[src/hw/rtl/cube_vertex_perspective_projector_defines.svh]
// Assertion macros shared by the projector RTL.
`ifndef CUBE_VERTEX_PERSPECTIVE_PROJECTOR_DEFINES_SVH
`define CUBE_VERTEX_PERSPECTIVE_PROJECTOR_DEFINES_SVH

// Same-cycle implication, checked out of reset.
`define CVPP_ASSERT_NOW(label, clk, rst, ante, cons) \
   label: assert property (@(posedge clk) disable iff (rst) (ante) |-> (cons)) \
      else $error("cvpp check failed");

// Next-cycle implication, checked out of reset.
`define CVPP_ASSERT_NEXT(label, clk, rst, ante, cons) \
   label: assert property (@(posedge clk) disable iff (rst) (ante) |=> (cons)) \
      else $error("cvpp check failed");

`endif

[src/hw/rtl/cvpp_pkg.sv]
// Shared constants, types and helpers of the cube vertex projector.
package cvpp_pkg;

   localparam int ANGLE_BITS = 16;
   localparam int FRAC_BITS  = 8;

   localparam int DIV_STAGES = 32;   // one quotient bit per cell
   localparam int DVS_W      = 18;   // divisor magnitude width

   localparam logic [15:0] SIN_A = 16'd25736;
   localparam logic [15:0] SIN_B = 16'd10512;
   localparam logic [15:0] SIN_C = 16'd1160;
   localparam logic [15:0] HALF_SQRT2_Q16 = 16'd46341;

   localparam logic [15:0] CTP_RESET = 16'd2560;
   localparam logic [15:0] PTO_RESET = 16'd2560;
   localparam logic [9:0]  SCALE_RESET  = 10'd100;
   localparam logic [11:0] OFFSET_RESET = 12'd500;

   localparam logic [1:0] CSR_CAMERA_TO_PLANE = 2'd0;
   localparam logic [1:0] CSR_PLANE_TO_OBJECT = 2'd1;
   localparam logic [1:0] CSR_SCREEN_SCALE    = 2'd2;
   localparam logic [1:0] CSR_SCREEN_OFFSET   = 2'd3;

   // sideband travelling with a vertex through the trig stages
   typedef struct packed {
      logic              valid;
      logic [2:0]        idx;
      logic signed [15:0] h;
      logic [15:0]       r;
   } side_type;

   // state of one divider cell: two divides sharing a divisor
   typedef struct packed {
      logic             valid;
      logic [2:0]       idx;
      logic             behind;
      logic             neg_x;
      logic             neg_y;
      logic [DVS_W-1:0] dvs;
      logic [DVS_W-1:0] rem_x;
      logic [DVS_W-1:0] rem_y;
      logic [31:0]      num_x;
      logic [31:0]      num_y;
   } div_type;

   function automatic logic [15:0] turn16(input logic [15:0] angle);
      logic [63:0] a;
      a = 64'(angle) & ((64'd1 << ANGLE_BITS) - 64'd1);
      if (ANGLE_BITS >= 16) begin
         a = a >> (ANGLE_BITS - 16);
      end else begin
         a = a << (16 - ANGLE_BITS);
      end
      return a[15:0];
   endfunction

   function automatic logic signed [15:0] sat16(input logic signed [39:0] v);
      if (v > 40'sd32767) begin
         return 16'sh7FFF;
      end else if (v < -40'sd32768) begin
         return 16'sh8000;
      end
      return v[15:0];
   endfunction

endpackage

[src/hw/rtl/cvpp_div_cell.sv]
// One restoring-divider cell: one quotient bit of both divides per cycle.
module cvpp_div_cell (
   input  logic               clock,
   input  logic               reset,
   input  cvpp_pkg::div_type  prev,
   output cvpp_pkg::div_type  next
);
   import cvpp_pkg::*;

   div_type     stage_in, stage_ff;
   logic [DVS_W:0] sh_x, sh_y;
   logic        bit_x, bit_y;

   always_comb begin
      stage_in = prev;
      stage_in.valid = prev.valid && !reset;
      sh_x  = {prev.rem_x, prev.num_x[31]};
      sh_y  = {prev.rem_y, prev.num_y[31]};
      bit_x = sh_x >= {1'b0, prev.dvs};
      bit_y = sh_y >= {1'b0, prev.dvs};
      stage_in.rem_x = bit_x ? DVS_W'(sh_x - {1'b0, prev.dvs}) : DVS_W'(sh_x);
      stage_in.rem_y = bit_y ? DVS_W'(sh_y - {1'b0, prev.dvs}) : DVS_W'(sh_y);
      stage_in.num_x = {prev.num_x[30:0], bit_x};
      stage_in.num_y = {prev.num_y[30:0], bit_y};
   end

   always_ff @(posedge clock) begin
      stage_ff <= stage_in;
   end

   assign next = stage_ff;

endmodule

[config.mk]
export PLATFORM = sky130hd
export DESIGN_NAME = cvpp_div_cell
export DESIGN_NICKNAME = d
export VERILOG_FILES = /design/src/hw/rtl/cube_vertex_perspective_projector_defines.svh /design/src/hw/rtl/cvpp_pkg.sv /design/src/hw/rtl/cvpp_div_cell.sv
export SDC_FILE = /design/constraint.sdc
export NUM_CORES = 1
export LEC_CHECK = 0
export BUFFER_PORTS_ARGS = -buffer_cell sky130_fd_sc_hd__buf_2
export CORE_MARGIN = 5
export CORE_UTILIZATION = 28
export DETAILED_ROUTE_END_ITERATION = 6
export GPL_ROUTABILITY_DRIVEN = 0
export SYNTH_ARGS = -nofsm -noshare
export SYNTH_HDL_FRONTEND = slang
export SYNTH_SLANG_ARGS = --single-unit
[constraint.sdc]
create_clock -name clock -period 5.6 [get_ports clock]
set_input_delay 0.28 -clock clock [delete_from_list [all_inputs] [get_ports clock]]
set_output_delay 0.28 -clock clock [all_outputs]
set_load 0.005 [all_outputs]
After elaboration in Yosys (flattened, before gate mapping)
Index checks and enable logic that the tools add are counted.

storage, ports and cells
  word-level logic and storage cells = 18
  register bits = 125

operators by class
  reduce and logical (&&, ||, !) cells = 2
  $lt $le $gt $ge = 2
  mux-type cells = 2
  add/sub/neg operators = 2

operators by type and width
  kind                                                            number
  19-bit by 18-bit greater-or-equal comparator with 1-bit output  2
  18-bit two-way mux                                              2
  18-bit subtractor                                               2
  1-bit logical AND                                               1
  1-bit zero test                                                 1

Depth between registers and ports, before layout
  depth after elaboration = 2
  mapped depth = 11
  depth with buffers taken out = 11

Worst setup path before layout
Ideal clock, no wire load.

  path kind = input port to flip-flop
  start = input port prev[63] (netlist bit)
  end = register stage_ff, in the netlist next[94]
  path slack = 3.224 ns
  arrival time = 2.255 ns
  stages on the path = 11
  data required time = 5.479 ns
  library setup time = 0.121 ns
  path through = inv_1 ha_1 inv_1 fa_1 a21o_1 a21oi_2 nor2_1 o41ai_2 o21ai_0 xnor2_1 mux2_4

RTL lines
  item                  line                 RTL
  start, declared       cvpp_div_cell.sv:5   input cvpp_pkg::div_type prev,
  end signal, assigned  cvpp_div_cell.sv:28  stage_ff <= stage_in;
  end, declared         cvpp_div_cell.sv:10  div_type stage_in, stage_ff;

==> results by group <==
Outcome
  • Status: finished clean

Finish
  • Area Overhead vs Synth: 58.3%
  • Fin util: 0.454
  • Final instance area: 0.00790 mm2
  • Nets: 948
  • Layout cell share with drive strength beyond 1: 0.419
  • Largest register FFs: 125
  • Commonest cells after routing, fill and taps aside: buf_2, dfxtp_1, dlygate4sd3_1
  • Most common cell after layout, fill and taps aside: buf_2

Critical path
  • Cells along the critical path: dlygate4sd3_1, buf_2, inv_1, ha_1, nor2b_1, o21bai_1, a21oi_2, o211ai_2, o41ai_2, a31oi_4, mux2_2
  • Req. time, crit path: 5.89 ns
  • Worst EP arrival: 3.41 ns
  • Peak per-stage delay on the critical path: 0.70 ns
  • Startpoint Class: primary input
  • Setup CP Type: primary input to register
  • Worst path slowest cell: a31oi_4
  • Crit-path max FO: 19
  • Critical path capture point type: register

Routing
  • Wire length on met2: 9650 um
  • Wire length on met3: 1720 um
  • Final ANT Viol Nets: 0
  • WL final: 18,700 um
  • Top Metal Used: met5
  • DR vias: 4,632
  • First-pass DRT Iterations: 4
  • # DRC: 0
  • WL met1: 6890 um
  • Initial DRC count: 184
  • WL per Instance: 18.2 um
  • DR vias/cell: 4.50

STA
  • Max-slew violation count: 0
  • Setup TNS Final: 0 ns
  • Tightest Pin Transition: 0.891 ns
  • Tmin final: 3.12 ns
  • Period utilization: 0.557
  • Slew Limit Headroom: 0.391
  • FMAX: 321 MHz
  • Final Hold Fails: 0
  • Final Setup Violations: 0
  • RSZ-0062 raised after global routing: no

Floorplan
  • Initial Utilization: 0.286
  • Die X: 143 um
  • # rows: 48
  • Die Height: 143 um
  • I/O Pins: 252
  • Die area: 0.0206 mm2
  • Core box area: 0.0174 mm2

Min path
  • Hold Path Stages: 1
  • Hold EP: next[117]$_DFF_P_
  • Min-delay src: prev[117]
  • Hold WC Path Type: primary input to register

Power
  • Combinational power share: 0.207
  • Power per standard cell area: 330 mW/mm2
  • Peak VDD IR: 0.238 mV
  • Clk network pwr share: 0.409
  • Switching share of power: 0.278
  • Static Leak: 0.00384 uW
  • Internal Power: 1880 uW
  • Reg power frac: 0.384
  • Switching Power: 725 uW

CTS
  • Total setup buffers inserted after CTS: 0
  • H-tree Lvls: 4
  • Post-CTS resize count: 0
  • Clk root buf: clkbuf_16
  • Max Root-Sink Buffers: 2
  • CTS tree: built
  • # clock sinks: 125
  • Cts bufs inserted: 17
  • Clk slew on worst S/H paths: 0.06 ns

Placement
  • Port bufs: 251
  • HPWL after detailed placement: 13,800 um
  • Placed inst area: 0.00647 mm2

GRT
  • Congestion Overflow GR: 0
  • Pin count of the biggest net entering global routing: 20
  • Overall routing resource usage: 0.177
  • First-pass GRT wire length: 27,500 um
  • Vias in the first global route: 4,944
  • Initial antenna violation count: 8

Synth
  • Avg Cell Area, Syn: 11.4 um2
  • Post-synth EDFFs: 0
  • Fraction of registers with async set or reset after synthesis: 0
  • Netlist cell types: 60
  • Mapped Nets: 602
  • Synthesized instance count: 437
  • Synthesis Warnings: 0
  • Top_reg_cell synth: dfxtp_1
  • Post-Syn Area: 0.00499 mm2
  • Seq/Total Area, Yosys: 0.502
  • Seq cells post-synth: 125

Flow run
  • Max-Cap Viols: 0
Yosys cell counts (2+ instances only):
cell | n | area, um2
nand3_1 | 7 | 35.0
dfxtp_1 | 125 | 2500
clkbuf_1 | 3 | 11.3
ha_1 | 36 | 450
a2111oi_0 | 2 | 17.5
nor2_1 | 22 | 82.6
and2_1 | 2 | 12.5
a21oi_2 | 3 | 26.3
o31ai_1 | 3 | 22.5
o21ai_0 | 10 | 50.1
fa_1 | 2 | 40.0
mux2_4 | 16 | 240
xnor2_1 | 17 | 149
o21ai_1 | 2 | 10.0
nor2b_1 | 2 | 12.5
o41ai_2 | 2 | 32.5
nor3b_1 | 2 | 15.0
mux2_2 | 17 | 191
xor2_1 | 10 | 87.6
o221ai_1 | 4 | 35.0
nand2_1 | 16 | 60.1
nand4_1 | 6 | 37.5
a211oi_1 | 4 | 30.0
a221oi_1 | 2 | 17.5
a21o_1 | 14 | 105
mux2i_1 | 3 | 30.0
inv_1 | 35 | 131
o21bai_1 | 6 | 45.0
nor3_1 | 3 | 15.0
buf_2 | 3 | 15.0
o21a_1 | 8 | 60.1
a21oi_1 | 22 | 110
logic make-up (layout without fill, tap and decap cells):
kind of cell	after synthesis	count (layout)	share of synthesized area
muxes	36	36	0.0925
AOI/OAI and AO/OA	101	101	0.155
DFF	125	125	0.502
adders and majority gates	38	38	0.0983
other	0	10	0
buffers and inverters	43	401	0.0379
and+or+nand+nor	67	67	0.0672
xor gates and xnor gates	27	27	0.0474
worst max path at each step:
stage | slack (ns) | end | cells past startpoint | startpoint
6_report | 2.48 | next[65]$_DFF_P_ | 11 | prev[101]
5_1_grt | 2.24 | next[65]$_DFF_P_ | 11 | prev[101]
4_1_cts | 2.46 | next[71]$_DFF_P_ | 11 | prev[101]
3_5_place_dp | 2.58 | next[67]$_DFF_P_ | 10 | prev[101]
3_3_place_gp | 2.69 | next[67]$_DFF_P_ | 10 | prev[101]
2_1_floorplan | 3.22 | next[94]$_DFF_P_ | 11 | prev[63]
what timing repair did:
| item | 4_1_cts | 5_1_grt |
|---|---|---|
| hold endpoints to repair | 84 | 0 |
| setup endpoints to repair | 0 | 0 |
| hold buffers | 84 | 0 |
power by group through the flow:
stage	Clock [uW]	Sequential [uW]	Combinational [uW]
after detailed placement	0	1020	487
final	1070	1000	539
after floorplan	0	1030	271
after global routing	1140	1010	595
after CTS	1100	1000	541
after global placement	0	1020	486
layer usage:
metal / GRT usage / vias to the layer above
li1: - / 2248
met5: 0 / -
met1: 0.182 / 2141
met3: 0.0662 / 29
met2: 0.324 / 212
met4: 0.0728 / 2
worst max-delay path, delay by kind of cell:
| kind | cells | cell delay [ns] |
|---|---|---|
| AND/OR/NAND/NOR | 1 | 0.15 |
| multiplexers | 1 | 0.41 |
| adder cells (fa/ha/maj) | 1 | 0.28 |
| buffers and inverters | 3 | 0.82 |
| AO/OA/AOI/OAI | 5 | 1.47 |
final cells by class:
type	instances	area (um2)
Fill cell	1603	9520
Sequential cell	125	2500
Multi-Input combinational cell	269	2300
Timing Repair Buffer	335	2100
Clock buffer	17	425
Tap cell	225	282
Clock inverter	14	138
Inverter	35	131
Antenna cell	10	25.0
stage by stage:
stage | total power (uW) | cells | hold WS [ns] | setup slack (ns)
floorplan | 1310 | 437 | 0.308 | 3.22
global placement | 1510 | 905 | 0.383 | 2.69
detailed placement | 1510 | 905 | 0.384 | 2.58
CTS | 2640 | 1020 | 0.00523 | 2.46
global route | 2740 | 1028 | 0.00686 | 2.24
finish | 2610 | 1030 | 0.0197 | 2.48
Power figures use the tool's default switching activity.
