===== config.mk =====
export PLATFORM = sky130hd
export DESIGN_NAME = cvpp_sine
export DESIGN_NICKNAME = d
export VERILOG_FILES = /design/src/hw/rtl/cube_vertex_perspective_projector_defines.svh /design/src/hw/rtl/cvpp_pkg.sv /design/src/hw/rtl/cvpp_sine.sv
export SDC_FILE = /design/constraint.sdc
export NUM_CORES = 1
export LEC_CHECK = 0
export ABC_AREA = 1
export ABC_CLOCK_PERIOD_IN_PS = 16800
export BUFFER_PORTS_ARGS = -buffer_cell sky130_fd_sc_hd__buf_2
export CAP_MARGIN = 20
export CORE_MARGIN = 1.5
export CORE_UTILIZATION = 30
export DETAILED_ROUTE_END_ITERATION = 16
export HOLD_SLACK_MARGIN = 0.1
export PLACE_DENSITY = 0.55
export SYNTH_ARGS = -nofsm -noshare
export SYNTH_HDL_FRONTEND = slang
export SYNTH_SLANG_ARGS = --single-unit
export TNS_END_PERCENT = 30

===== constraint.sdc =====
create_clock -name clock -period 16.8 [get_ports clock]
set_clock_uncertainty 0.05 [all_clocks]
set_input_delay 0.84 -clock clock [delete_from_list [all_inputs] [get_ports clock]]
set_output_delay 0.84 -clock clock [all_outputs]
set_load 0.005 [all_outputs]

===== src/hw/rtl/cube_vertex_perspective_projector_defines.svh =====
// Assertion macros shared by the projector RTL.
`ifndef CUBE_VERTEX_PERSPECTIVE_PROJECTOR_DEFINES_SVH
`define CUBE_VERTEX_PERSPECTIVE_PROJECTOR_DEFINES_SVH

// Same-cycle implication, checked out of reset.
`define CVPP_ASSERT_NOW(label, clk, rst, ante, cons) \
   label: assert property (@(posedge clk) disable iff (rst) (ante) |-> (cons)) \
      else $error("cvpp check failed");

// Next-cycle implication, checked out of reset.
`define CVPP_ASSERT_NEXT(label, clk, rst, ante, cons) \
   label: assert property (@(posedge clk) disable iff (rst) (ante) |=> (cons)) \
      else $error("cvpp check failed");

`endif


===== src/hw/rtl/cvpp_pkg.sv =====
// Shared constants, types and helpers of the cube vertex projector.
package cvpp_pkg;

   localparam int ANGLE_BITS = 16;
   localparam int FRAC_BITS  = 8;

   localparam int DIV_STAGES = 32;   // one quotient bit per cell
   localparam int DVS_W      = 18;   // divisor magnitude width

   localparam logic [15:0] SIN_A = 16'd25736;
   localparam logic [15:0] SIN_B = 16'd10512;
   localparam logic [15:0] SIN_C = 16'd1160;
   localparam logic [15:0] HALF_SQRT2_Q16 = 16'd46341;

   localparam logic [15:0] CTP_RESET = 16'd2560;
   localparam logic [15:0] PTO_RESET = 16'd2560;
   localparam logic [9:0]  SCALE_RESET  = 10'd100;
   localparam logic [11:0] OFFSET_RESET = 12'd500;

   localparam logic [1:0] CSR_CAMERA_TO_PLANE = 2'd0;
   localparam logic [1:0] CSR_PLANE_TO_OBJECT = 2'd1;
   localparam logic [1:0] CSR_SCREEN_SCALE    = 2'd2;
   localparam logic [1:0] CSR_SCREEN_OFFSET   = 2'd3;

   // sideband travelling with a vertex through the trig stages
   typedef struct packed {
      logic              valid;
      logic [2:0]        idx;
      logic signed [15:0] h;
      logic [15:0]       r;
   } side_type;

   // state of one divider cell: two divides sharing a divisor
   typedef struct packed {
      logic             valid;
      logic [2:0]       idx;
      logic             behind;
      logic             neg_x;
      logic             neg_y;
      logic [DVS_W-1:0] dvs;
      logic [DVS_W-1:0] rem_x;
      logic [DVS_W-1:0] rem_y;
      logic [31:0]      num_x;
      logic [31:0]      num_y;
   } div_type;

   function automatic logic [15:0] turn16(input logic [15:0] angle);
      logic [63:0] a;
      a = 64'(angle) & ((64'd1 << ANGLE_BITS) - 64'd1);
      if (ANGLE_BITS >= 16) begin
         a = a >> (ANGLE_BITS - 16);
      end else begin
         a = a << (16 - ANGLE_BITS);
      end
      return a[15:0];
   endfunction

   function automatic logic signed [15:0] sat16(input logic signed [39:0] v);
      if (v > 40'sd32767) begin
         return 16'sh7FFF;
      end else if (v < -40'sd32768) begin
         return 16'sh8000;
      end
      return v[15:0];
   endfunction

endpackage


===== src/hw/rtl/cvpp_sine.sv =====
// Four-stage pipelined Q14 sine polynomial.
module cvpp_sine (
   input  logic              clock,
   input  logic [15:0]       u,
   output logic signed [15:0] sine
);
   import cvpp_pkg::*;

   logic [14:0] z_in, z1_ff, z2a_ff, z3_ff;
   logic [14:0] zz_in, zz1_ff, zz2_ff;
   logic        neg1_ff, neg2_ff, neg3_ff;
   logic [10:0] t1_in, t1_ff;
   logic [13:0] t2_in, t2_ff;
   logic [14:0] t3;
   logic [31:0] p0, p1, p2, p3;
   logic signed [15:0] sine_ff;

   always_comb begin
      z_in  = u[14] ? 15'(15'd16384 - 15'(u[13:0])) : 15'(u[13:0]);
      p0    = 32'(z_in) * 32'(z_in);
      zz_in = p0[28:14];
      p1    = 32'(SIN_C) * 32'(zz1_ff);
      t1_in = p1[24:14];
      p2    = 32'(16'(SIN_B - 16'(t1_ff))) * 32'(zz2_ff);
      t2_in = p2[27:14];
      p3    = 32'(16'(SIN_A - 16'(t2_ff))) * 32'(z3_ff);
      t3    = p3[28:14];
   end

   always_ff @(posedge clock) begin
      z1_ff   <= z_in;
      zz1_ff  <= zz_in;
      neg1_ff <= u[15];
      z2a_ff  <= z1_ff;
      zz2_ff  <= zz1_ff;
      t1_ff   <= t1_in;
      neg2_ff <= neg1_ff;
      z3_ff   <= z2a_ff;
      t2_ff   <= t2_in;
      neg3_ff <= neg2_ff;
      sine_ff <= neg3_ff ? -$signed({1'b0, t3}) : $signed({1'b0, t3});
   end

   assign sine = sine_ff;

endmodule


# Word-level counts from Yosys, hierarchy flattened
# Cells that the tools add are included.
# op_classes
mul	4
addsub	4
muxes	2
# ops
cell	n
$mux W15	2
$mul A15 B15 Y29	1
$mul A16 B15 Y29	1
$mul A16 B15 Y28	1
$mul A8 B15 Y22 const A	1
$neg A15 Y16	1
$sub A15 B14 Y16 const A	1
$sub A14 B11 Y15 const A	1
$sub A15 B14 Y15 const A	1
# word_totals
regBits	119

# Depth between registers and ports, before layout
# Gate-level depths: netlist of run 1.
# logic_depth
ltp_word	4
ltp_mapped	46
depth_no_buf	44

# Least setup slack after synthesis of run 1
# OpenSTA, ideal clock, no wires.
# synth_timing
path_type	reg-to-reg
startpoint	register t2_ff[0]
endpoint	register sine_ff[12], in the netlist sine[12]
n_path_buf	2
path_stages_with_launch	47
period_less_slack_ns	7.311
arrival_ns	7.149
path_slack_ns	9.489
t_required_ns	16.638
cell_sequence	dfxtp_1 > buf_6 > clkbuf_1 > inv_1 > ha_1 > nand2_1 > a21o_1 > nor2_1 > nand2_1 > nand2_1 > nand2_1 > nor2_1 > or2_2 > nand2_1 > nor2_1 > fa_1 > inv_1 > fa_1 > [... 11 more ...] > inv_1 > nand2_1 > nand2_1 > inv_1 > o21ai_1 > inv_2 > nand2_4 > xor2_4 > ha_1 > inv_1 > nor2_1 > nand2_1 > nor2_4 > nand3_2 > nand2_2 > nand2_1 > nand2_1 > nand2_1
# synth_between
elab_chain_cells	4
# synth_lines
element	line_no	rtl
start, declared	cvpp_sine.sv:13	logic [13:0] t2_in, t2_ff;
start signal, assigned	cvpp_sine.sv:39	t2_ff <= t2_in;
$sub A15 B14 Y16 (*)	cvpp_sine.sv:26	p3 = 32'(16'(SIN_A - 16'(t2_ff))) * 32'(z3_ff);
$mul A16 B15 Y29 (*)	cvpp_sine.sv:26	
$neg A15 Y16	cvpp_sine.sv:41	sine_ff <= neg3_ff ? -$signed({1'b0, t3}) : $signed({1'b0, t3});
$mux W15 (*)	cvpp_sine.sv:41	
end signal, assigned	cvpp_sine.sv:41	
end, declared	cvpp_sine.sv:16	logic signed [15:0] sine_ff;
# Mark *: on every way between the ends. The rest lies on a longest branch, timed or not.
# A chain may end at the register's enable or synchronous reset.

# Worst setup path in the final report of run 1
# Ends and elaborated chain as after synthesis.

==> flow_summary_export.csv, run 1 <==
group,metric,value,unit
outcome,status,"complete, no violations",
global_routing,antenna_found_initial,2,
die,core_area,80300,um^2
worst_setup_path,crit_required,17.10,ns
global_routing,grt_pass1_vias,19377,
route,drtIter0Drc,808,
place,dp_cells,4028,
synth,synth_top_area_share,0.369,
clock_tree,cts_root_buf,"clkbuf_16",
clock_tree,ctsHoldBuffers,0,
global_routing,grtUsageTotal,0.153,
clock_tree,clock_path_buffers,2,
final_layout,drive_above_1_share,0.0480,
final_layout,final_area,26300,um^2
final_layout,nNetsFinal,3766,
worst_setup_path,crit_path_top_delay_cell,"dfxtp_1",
global_routing,grt-ovfl-total,0,
synth,syn_inst,2963,
flow_run,max_cap_viol_count,0,
die,die_area,82600,um^2
die,fp-row-count,104,
timing,slew_viol_final,0,
clock_tree,ctsHtreeMaxLevel,4,
synth,synthArstFlopShare,0,
final_layout,final_cells,4060,
synth,avgSynthCellArea,8.19,um^2
clock_tree,cts_tree,"done",
synth,yosysUniqueCellTypes,53,
route,first_pass_iters,7,
timing,rsz0062_at_grt,"no",
die,die_y,287,um
place,dpl_cell_area,25700,um^2
place,dp_hpwl,51.3,mm
synth,synth_ff_type,"dfxtp_1",
worst_setup_path,critPathArrivalTime,8.42,ns
clock_tree,clk_pin_slew,0.06,ns
min_path,min_path_type,"register to register",
global_routing,grt_max_degree,18,
global_routing,grt_pass1_wl,100,mm
timing,period_minus_slack,8.12,ns
route,drt.antenna.violating_nets,0,
route,wl_per_cell,14.8,um
synth,synth_area_leaders,"fa_1 (37%), ha_1 (16%), inv_1 (11%), dfxtp_1 (9.8%), nand2_1 (8.2%)",
worst_setup_path,reg2reg_depth,40,
final_layout,antenna_cells,0,
die,ioPinCount,33,
timing,fmaxAchievable,123,MHz
route,viasPerCell,4.48,
final_layout,syn_to_final_growth,8.21,%
clock_tree,insertion_delay,0.45,ns
worst_setup_path,crit_path_frequent_cell,"nand2_1",
worst_setup_path,cp-start-kind,"register",
synth,synth_area_leader_cell,"fa_1",
timing,slew_headroom,0.484,
timing,post-route-period-util,0.483,
worst_setup_path,worstPathMaxFanout,16,
worst_setup_path,critPathMaxStageDelay,0.79,ns
final_layout,fillers,8483,
clock_tree,numCtsBuffers,17,
synth,synth_edf_count,0,
timing,setup_viol,0,
clock_tree,cts_sinks,119,
die,die_w,287,um
timing,fin_tns_setup,0,ns
route,drc,0,
timing,finalHoldViolations,0,
place,routabilityCongestion,0.890,
place,place.port_buffers,32,
synth,yosys_warnings,0,
clock_tree,cts.repair.resized,0,
route,num_vias,18202,
route,totalWireLength,60.0,mm
die,start_util,0.302,
min_path,whs_path_depth,0,
clock_tree,cts_setup_buffers,0,
worst_setup_path,crit_type,"register to register",
synth,synth-seq-area-share,0.0982,
worst_setup_path,cp-end-kind,"register",
synth,synth-seq-cells,119,
timing,tightest_slew,0.774,ns
synth,syn_area,24300,um^2
==> registers in the layout (all words and copies together) (netlist names) <==
name	count
sine	16
z1_ff	15
z2a_ff	15
z3_ff	15
zz1_ff	15
zz2_ff	15
t2_ff	14
t1_ff	11
neg1_ff	1
neg2_ff	1
neg3_ff	1
==> routing by layer <==
layer | vias up | share of wire | global-route usage
met1 | 8925 | 0.46 | 0.201
met4 | 0 | 0.020 | 0.0392
met3 | 67 | 0.043 | 0.0210
met5 | - | 0 | 0
li1 | 8856 | - | -
met2 | 354 | 0.48 | 0.264
==> worst paths after layout <==
kind                                       start           endpoint  slack (ns)
worst min-delay path            z1_ff[3]$_DFF_P_  z2a_ff[3]$_DFF_P_        0.27
worst max-delay path            t2_ff[0]$_DFF_P_   sine[12]$_DFF_P_        8.68
worst min register to register  z1_ff[3]$_DFF_P_  z2a_ff[3]$_DFF_P_        0.27
worst max register to register  t2_ff[0]$_DFF_P_   sine[12]$_DFF_P_        8.68
==> layout by cell type, fill, tap and decap left out, types with 4 or more instances in the layout <==
master and n:
a21o_1 6, a21oi_1 110, a31oi_1 6, buf_2 32, buf_4 8, clkbuf_16 17, clkinv_1 14, conb_1 10
dfxtp_1 119, fa_1 447, ha_1 315, inv_1 720, inv_2 15, inv_6 5, nand2_1 533, nand2_2 13
nand3_1 56, nand3b_1 4, nand4_1 13, nor2_1 326, nor2_2 5, nor3_1 12, nor3_2 7, o21a_1 6
o21ai_0 54, o21ai_1 8, o21ai_2 4, o21bai_1 7, or2_2 10, xnor2_1 32, xor2_1 42
==> kinds of logic (layout without fill, tap and decap cells) <==
group	Yosys count	after routing	share of synthesized area
simple gates	996	996	0.168
buf+inv	793	822	0.124
fa+ha+maj	762	762	0.531
compound gates	214	214	0.0490
flops	119	119	0.0982
xor+xnor	77	77	0.0292
other cells	2	10	0.000310
==> cell type report <==
class	count	area (um^2)	share of cell area
timing repair buffer	40	220	0.00839
clock buffer	18	439	0.0167
inverter	750	2820	0.107
multi-input combinational	2059	18900	0.720
clock inverter	14	161	0.00615
tap	1060	1330	0.0505
sequential	119	2380	0.0907
==> synth_stat cells, types with 15 or more instances <==
library cell and instances:
inv_1 720, nand2_1 533, fa_1 447, nor2_1 326, ha_1 315, dfxtp_1 119, a21oi_1 110, nand3_1 56
o21ai_0 54, xor2_1 42, clkbuf_1 35, xnor2_1 32, inv_2 15
==> metrics by stage <==
step / utilization / setup WS [ns] / hold WS [ns]
2_1_floorplan: - / 9.49 / 0.260
3_3_place_gp: 0.320 / 8.89 / 0.261
3_5_place_dp: 0.320 / 8.73 / 0.262
4_1_cts: 0.327 / 8.70 / 0.275
5_1_grt: 0.327 / 7.99 / 0.280
6_report: 0.327 / 8.68 / 0.274
==> worst max-delay path, delay by kind of cell, from the launching register on <==
| family | cells | cell delay (ns) |
|---|---|---|
| AO/OA/AOI/OAI | 2 | 0.35 |
| buffers and inverters | 8 | 0.74 |
| flip-flops | 1 | 0.79 |
| AND/OR/NAND/NOR | 20 | 2.21 |
| adder cells (fa/ha/maj) | 9 | 3.72 |
| XOR/XNOR | 1 | 0.17 |
Power of run 1 is left out: the tool's default activity adds up to more than one toggle a clock period on the data nets, which glitch-free logic cannot reach.
==> inputs of run 2 (changes only) <==
--- a/config.mk
+++ b/config.mk
@@ -5,15 +5,15 @@
 export SDC_FILE = /design/constraint.sdc
 export NUM_CORES = 1
 export LEC_CHECK = 0
-export ABC_AREA = 1
-export ABC_CLOCK_PERIOD_IN_PS = 16800
+export ABC_AREA = 0
+export ABC_CLOCK_PERIOD_IN_PS = 6900
 export BUFFER_PORTS_ARGS = -buffer_cell sky130_fd_sc_hd__buf_2
 export CAP_MARGIN = 20
 export CORE_MARGIN = 1.5
 export CORE_UTILIZATION = 30
 export DETAILED_ROUTE_END_ITERATION = 16
 export HOLD_SLACK_MARGIN = 0.1
-export PLACE_DENSITY = 0.55
+export PLACE_DENSITY = 0.56
 export SYNTH_ARGS = -nofsm -noshare
 export SYNTH_HDL_FRONTEND = slang
 export SYNTH_SLANG_ARGS = --single-unit
==> constraint.sdc (replaced) <==
create_clock -name clock -period 6.9 [get_ports clock]
set_clock_uncertainty 0.05 [all_clocks]
set_input_delay 0.345 -clock clock [delete_from_list [all_inputs] [get_ports clock]]
set_output_delay 0.345 -clock clock [all_outputs]
set_load 0.005 [all_outputs]
==> run 2 against run 1 <==
  * The run now ends with setup timing left
  * First-iteration DRC count decreased by 32%
  * Flip-flop and latch count is the same
  * Setup slack got worse by 9.2 ns
  * Wire length down 14%
  * Via count shrank 9.3%
  * Fmax up 9.3%
  * Global-route usage is 1.3 points lower
  * Critical path depth decreased by 8
  * Sequential share of layout area fell by 0.50 points
  * Hold slack got worse by 0.0047 ns
  * Count of clock-buffer cells in the layout up 1
  * Critical path type unchanged
==> flow_summary_export.csv, run 2 <==
group,metric,value,unit
outcome,status,"complete, but fails checks",
outcome,violations,"setup timing",
synth,synth_ff_type,"dfxtp_1",
synth,synth_top_area_share,0.389,
synth,yosys_warnings,0,
synth,syn_area,23000,um^2
clock_tree,clk_pin_slew,0.06,ns
route,drc,0,
place,routabilityCongestion,0.823,
place,dpl_cell_area,26800,um^2
synth,synth-seq-area-share,0.104,
synth,synth_area_leaders,"fa_1 (39%), ha_1 (17%), dfxtp_1 (10%), inv_1 (9.0%), and2_1 (5.7%)",
timing,tightest_slew,0.828,ns
timing,slew_viol_final,0,
final_layout,mostFrequentLayoutCell,"inv_1",
final_layout,final_area,27900,um^2
worst_setup_path,reg2reg_slack,-0.53,ns
die,die_y,280,um
clock_tree,cts_sinks,119,
global_routing,grt_pass1_wl,88.3,mm
worst_setup_path,cp_top_family,"adder cells",
synth,synthArstFlopShare,0,
global_routing,antenna_found_initial,1,
final_layout,layout_common_cells,"inv_1 (536), fa_1 (443), buf_4 (302), ha_1 (301), nand2_1 (271)",
route,first_pass_iters,4,
timing,fin_tns_setup,-4.00,ns
clock_tree,clock_path_buffers,2,
global_routing,grt-ovfl-total,0,
final_layout,nNetsFinal,3544,
worst_setup_path,worstPathMaxFanout,7,
route,num_vias,16501,
flow_run,max_cap_viol_count,0,
worst_setup_path,cp-start-kind,"register",
synth,synth_edf_count,0,
die,core_area,75900,um^2
timing,fmaxAchievable,135,MHz
synth,synth-seq-cells,119,
timing,setup_viol,13,
synth,syn_inst,2458,
synth,synth.top_cells.by_count,"inv_1 (549), fa_1 (447), ha_1 (315)",
synth,yosysMostFrequentCell,"inv_1",
die,ioPinCount,33,
final_layout,post-route-util,0.368,
worst_setup_path,crit_path_top_delay_cell,"fa_1",
die,fp-row-count,101,
place,place.port_buffers,32,
timing,post-route-period-util,1.08,
final_layout,seq_area,2390,um^2
worst_setup_path,critPathMaxStageDelay,0.51,ns
route,drt.antenna.violating_nets,0,
final_layout,syn_to_final_growth,21.5,%
timing,slew_headroom,0.447,
synth,avgSynthCellArea,9.36,um^2
timing,rsz0062_at_grt,"yes",
min_path,min_path_type,"register to register",
route,totalWireLength,51.7,mm
final_layout,largest_register_ffs,16,
route,wl_per_cell,13.6,um
synth,synth_area_leader_cell,"fa_1",
place,post-place-ws,-0.665,ns
die,die_w,280,um
global_routing,grt_pass1_vias,17835,
clock_tree,cts_root_buf,"clkbuf_16",
die,die_area,78300,um^2
clock_tree,numCtsBuffers,17,
route,viasPerCell,4.33,
synth,yosysUniqueCellTypes,63,
timing,period_minus_slack,7.43,ns
global_routing,grtUsageTotal,0.140,
worst_setup_path,crit_required,7.21,ns
route,drtIter0Drc,546,
timing,finalHoldViolations,0,
worst_setup_path,crit_path_frequent_cell,"fa_1",
worst_setup_path,critPathArrivalTime,7.73,ns
timing,timing.final.ws_setup,-0.527,ns
clock_tree,ctsHtreeMaxLevel,4,
global_routing,grt_max_degree,18,
final_layout,multi_input_comb_area,19000,um^2
worst_setup_path,crit_type,"register to register",
clock_tree,insertion_delay,0.44,ns
place,dp_hpwl,44.6,mm
final_layout,fillers,7736,
final_layout,drive_above_1_share,0.178,
worst_setup_path,cp-end-kind,"register",
die,start_util,0.303,
worst_setup_path,crit_buf_inv,9,
clock_tree,cts_tree,"done",
[run 2: layout make-up]
| type | count | area share |
|---|---|---|
| Inverter | 554 | 0.0745 |
| Tap cell | 1030 | 0.0461 |
| Sequential cell | 119 | 0.0857 |
| Clock buffer | 19 | 0.0166 |
| Timing Repair Buffer | 348 | 0.0934 |
| Antenna cell | 1 | 0.0000896 |
| Multi-Input combinational cell | 1725 | 0.679 |
| Clock inverter | 13 | 0.00479 |
[run 2: cell families after synthesis]
| kind of cell | after synthesis | synth area share |
|---|---|---|
| and+or+nand+nor | 667 | 0.140 |
| xor gates and xnor gates | 108 | 0.0411 |
| other | 2 | 0.000327 |
| AOI/OAI and AO/OA | 177 | 0.0529 |
| buffers and inverters | 622 | 0.102 |
| adders and majority gates | 762 | 0.560 |
| DFF | 119 | 0.104 |
| muxes | 1 | 0.000435 |
[run 2: path summary, 6_finish.rpt]
check | startpoint | end | cells after the start
max | t2_ff[1]$_DFF_P_ | sine[13]$_DFF_P_ | 32
min | neg1_ff$_DFF_P_ | neg2_ff$_DFF_P_ | 0
max reg2reg | t2_ff[1]$_DFF_P_ | sine[13]$_DFF_P_ | 32
min reg2reg | neg1_ff$_DFF_P_ | neg2_ff$_DFF_P_ | 0
[run 2: per-layer routing]
metal	GRT usage	up-vias	wire, um
li1	-	8064	-
met1	0.185	8259	24200
met2	0.246	144	25700
met3	0.0144	34	1160
met4	0.0286	0	725
met5	0	-	0
[run 2: what timing repair did]
action | CTS | global route
setup buffers | 10 | 3
pin swaps | 38 | 44
hold endpoints to repair | 1 | 0
endpoints found under the setup margin | 28 | 37
gates resized for setup | 41 | 61
hold buffers | 1 | 0
[run 2: stage by stage]
step	instances	hold slack [ns]
detailed placement	3762	0.262
CTS	3805	0.262
floorplan	2466	0.260
finish	3809	0.269
global placement	3762	0.260
global route	3808	0.266
Power of run 2 is left out for the same reason.
==> inputs of run 3 (changes only) <==
--- a/config.mk
+++ b/config.mk
@@ -17,4 +17,4 @@
 export SYNTH_ARGS = -nofsm -noshare
 export SYNTH_HDL_FRONTEND = slang
 export SYNTH_SLANG_ARGS = --single-unit
-export TNS_END_PERCENT = 30
+export TNS_END_PERCENT = 10
==> run 3 against run 2 <==
  * The run still ends with setup timing left
  * Count of clock-buffer cells in the layout unchanged
  * Via count barely moved
  * Sequential share of layout area about the same
  * Setup slack got worse by 0.10 ns
  * Utilization up 0.096 points
  * Flip-flop and latch count unchanged
  * Critical path type unchanged
  * First-iteration DRC count fell by 10%
  * Critical endpoint is now sine[14]$_DFF_P_
  * Wire length is 0.71% lower
  * Die area is the same
  * Final area rose by 0.26%
  * Hold slack worse by 0.013 ns
  * Non-clock buffer count rose by 3
==> flow_summary_export.csv, run 3 (synthesized netlist as in run 2, its figures left out) <==
group,metric,value,unit
outcome,status,"complete, but fails checks",
outcome,violations,"setup timing",
clock_tree,insertion_delay,0.43,ns
timing,fmaxAchievable,133,MHz
timing,finalHoldViolations,0,
final_layout,post-route-util,0.369,
global_routing,antenna_found_initial,1,
die,die_y,280,um
worst_setup_path,cp-start-kind,"register",
clock_tree,cts_sinks,119,
global_routing,grt_max_degree,18,
global_routing,grt-ovfl-total,0,
place,dp_cells,3758,
route,drt.antenna.violating_nets,0,
die,core_area,75900,um^2
place,routabilityCongestion,0.826,
worst_setup_path,critPathArrivalTime,7.79,ns
final_layout,syn_to_final_growth,21.8,%
final_layout,nNetsFinal,3547,
clock_tree,numCtsBuffers,17,
timing,slew_viol_final,0,
route,drc,0,
timing,period_minus_slack,7.53,ns
die,die_area,78300,um^2
route,totalWireLength,51.4,mm
route,num_vias,16486,
final_layout,seq_area,2400,um^2
timing,tightest_slew,0.762,ns
timing,timing.final.ws_setup,-0.627,ns
final_layout,multi_input_comb_area,19000,um^2
clock_tree,ctsHtreeMaxLevel,4,
timing,fin_hold_ws,0.256,ns
global_routing,grt_pass1_vias,17918,
min_path,min_path_type,"input port to register",
worst_setup_path,crit_path_frequent_cell,"fa_1",
route,wl_per_cell,13.5,um
route,first_pass_iters,4,
die,die_w,280,um
final_layout,largest_register_ffs,16,
global_routing,grtUsageTotal,0.140,
worst_setup_path,critPathMaxStageDelay,0.51,ns
final_layout,mostFrequentLayoutCell,"inv_1",
clock_tree,cts_root_buf,"clkbuf_16",
place,dp_hpwl,44.7,mm
place,place.port_buffers,32,
final_layout,final_cells,3811,
route,viasPerCell,4.33,
final_layout,fillers,7717,
final_layout,antenna_cells,0,
timing,slew_headroom,0.491,
global_routing,grt_pass1_wl,88.6,mm
die,start_util,0.303,
final_layout,layout_common_cells,"inv_1 (535), fa_1 (442), buf_4 (308), ha_1 (304), nand2_1 (269)",
timing,post-route-period-util,1.09,
timing,fin_tns_setup,-4.94,ns
worst_setup_path,crit_required,7.16,ns
worst_setup_path,crit_type,"register to register",
final_layout,drive_above_1_share,0.184,
clock_tree,clock_path_buffers,2,
worst_setup_path,worstPathMaxFanout,7,
die,fp-row-count,101,
clock_tree,cts_tree,"done",
flow_run,max_cap_viol_count,0,
timing,setup_viol,15,
route,drtIter0Drc,490,
worst_setup_path,crit_path_top_delay_cell,"fa_1",
worst_setup_path,cp-end-kind,"register",
die,ioPinCount,33,
timing,rsz0062_at_grt,"yes",
clock_tree,clk_pin_slew,0.06,ns
-- run 3: cell count changes in the layout (fill, tap and decap cells not counted), sizes merged --
cell	delta
diode	-1
clkinv	-3
inv	+1
buf	+3
clkinvlp	+2
-- run 3: layout make-up --
cell class	count	share of cell area
tap	1030	0.0460
sequential	119	0.0855
clock buffer	19	0.0166
clock inverter	13	0.00465
inverter	554	0.0743
multi-input combinational	1725	0.679
timing repair buffer	351	0.0936
-- run 3: timing repair --
action / in CTS / in global routing
hold buffers: 1 / 0
buffers inserted: 12 / 9
endpoints found under the setup margin: 30 / 40
hold endpoints to repair: 1 / 0
pin swaps: 30 / 43
resized for setup: 43 / 79
cloned: 0 / 0
-- run 3: final timing paths --
| kind | startpoint | endpoint | slack, ns | depth (start not counted) |
|---|---|---|---|---|
| worst max-delay path | t2_ff[1]$_DFF_P_ | sine[14]$_DFF_P_ | -0.63 | 34 |
| worst min-delay path | u[0] | z1_ff[0]$_DFF_P_ | 0.26 | 2 |
| worst max register to register | t2_ff[1]$_DFF_P_ | sine[14]$_DFF_P_ | -0.63 | 34 |
| worst min register to register | z1_ff[11]$_DFF_P_ | z2a_ff[11]$_DFF_P_ | 0.27 | 0 |
-- run 3: critical path: cells and delay by family (launching register included) --
kind | cells | cell delay (ns)
compound gates | 10 | 1.84
flops | 1 | 0.35
buf+inv | 11 | 0.82
xor+xnor | 2 | 0.29
fa+ha+maj | 8 | 3.25
simple gates | 3 | 0.81
-- run 3: metrics by stage --
step                area (um^2)  worst slack, ns
floorplan                 23300           -0.511
global placement          26700           -0.683
detailed placement        26700           -0.726
CTS                       27600           -0.564
global route              28000           -0.958
finish                    28000           -0.627
-- run 3: layer usage --
metal,vias to the layer above,share of wire,global-route usage
met2,137,0.50,0.248
met1,8242,0.48,0.186
met3,41,0.018,0.0155
met4,0,0.011,0.0251
li1,8066,-,-
met5,-,0,0
Power of run 3 is left out for the same reason.
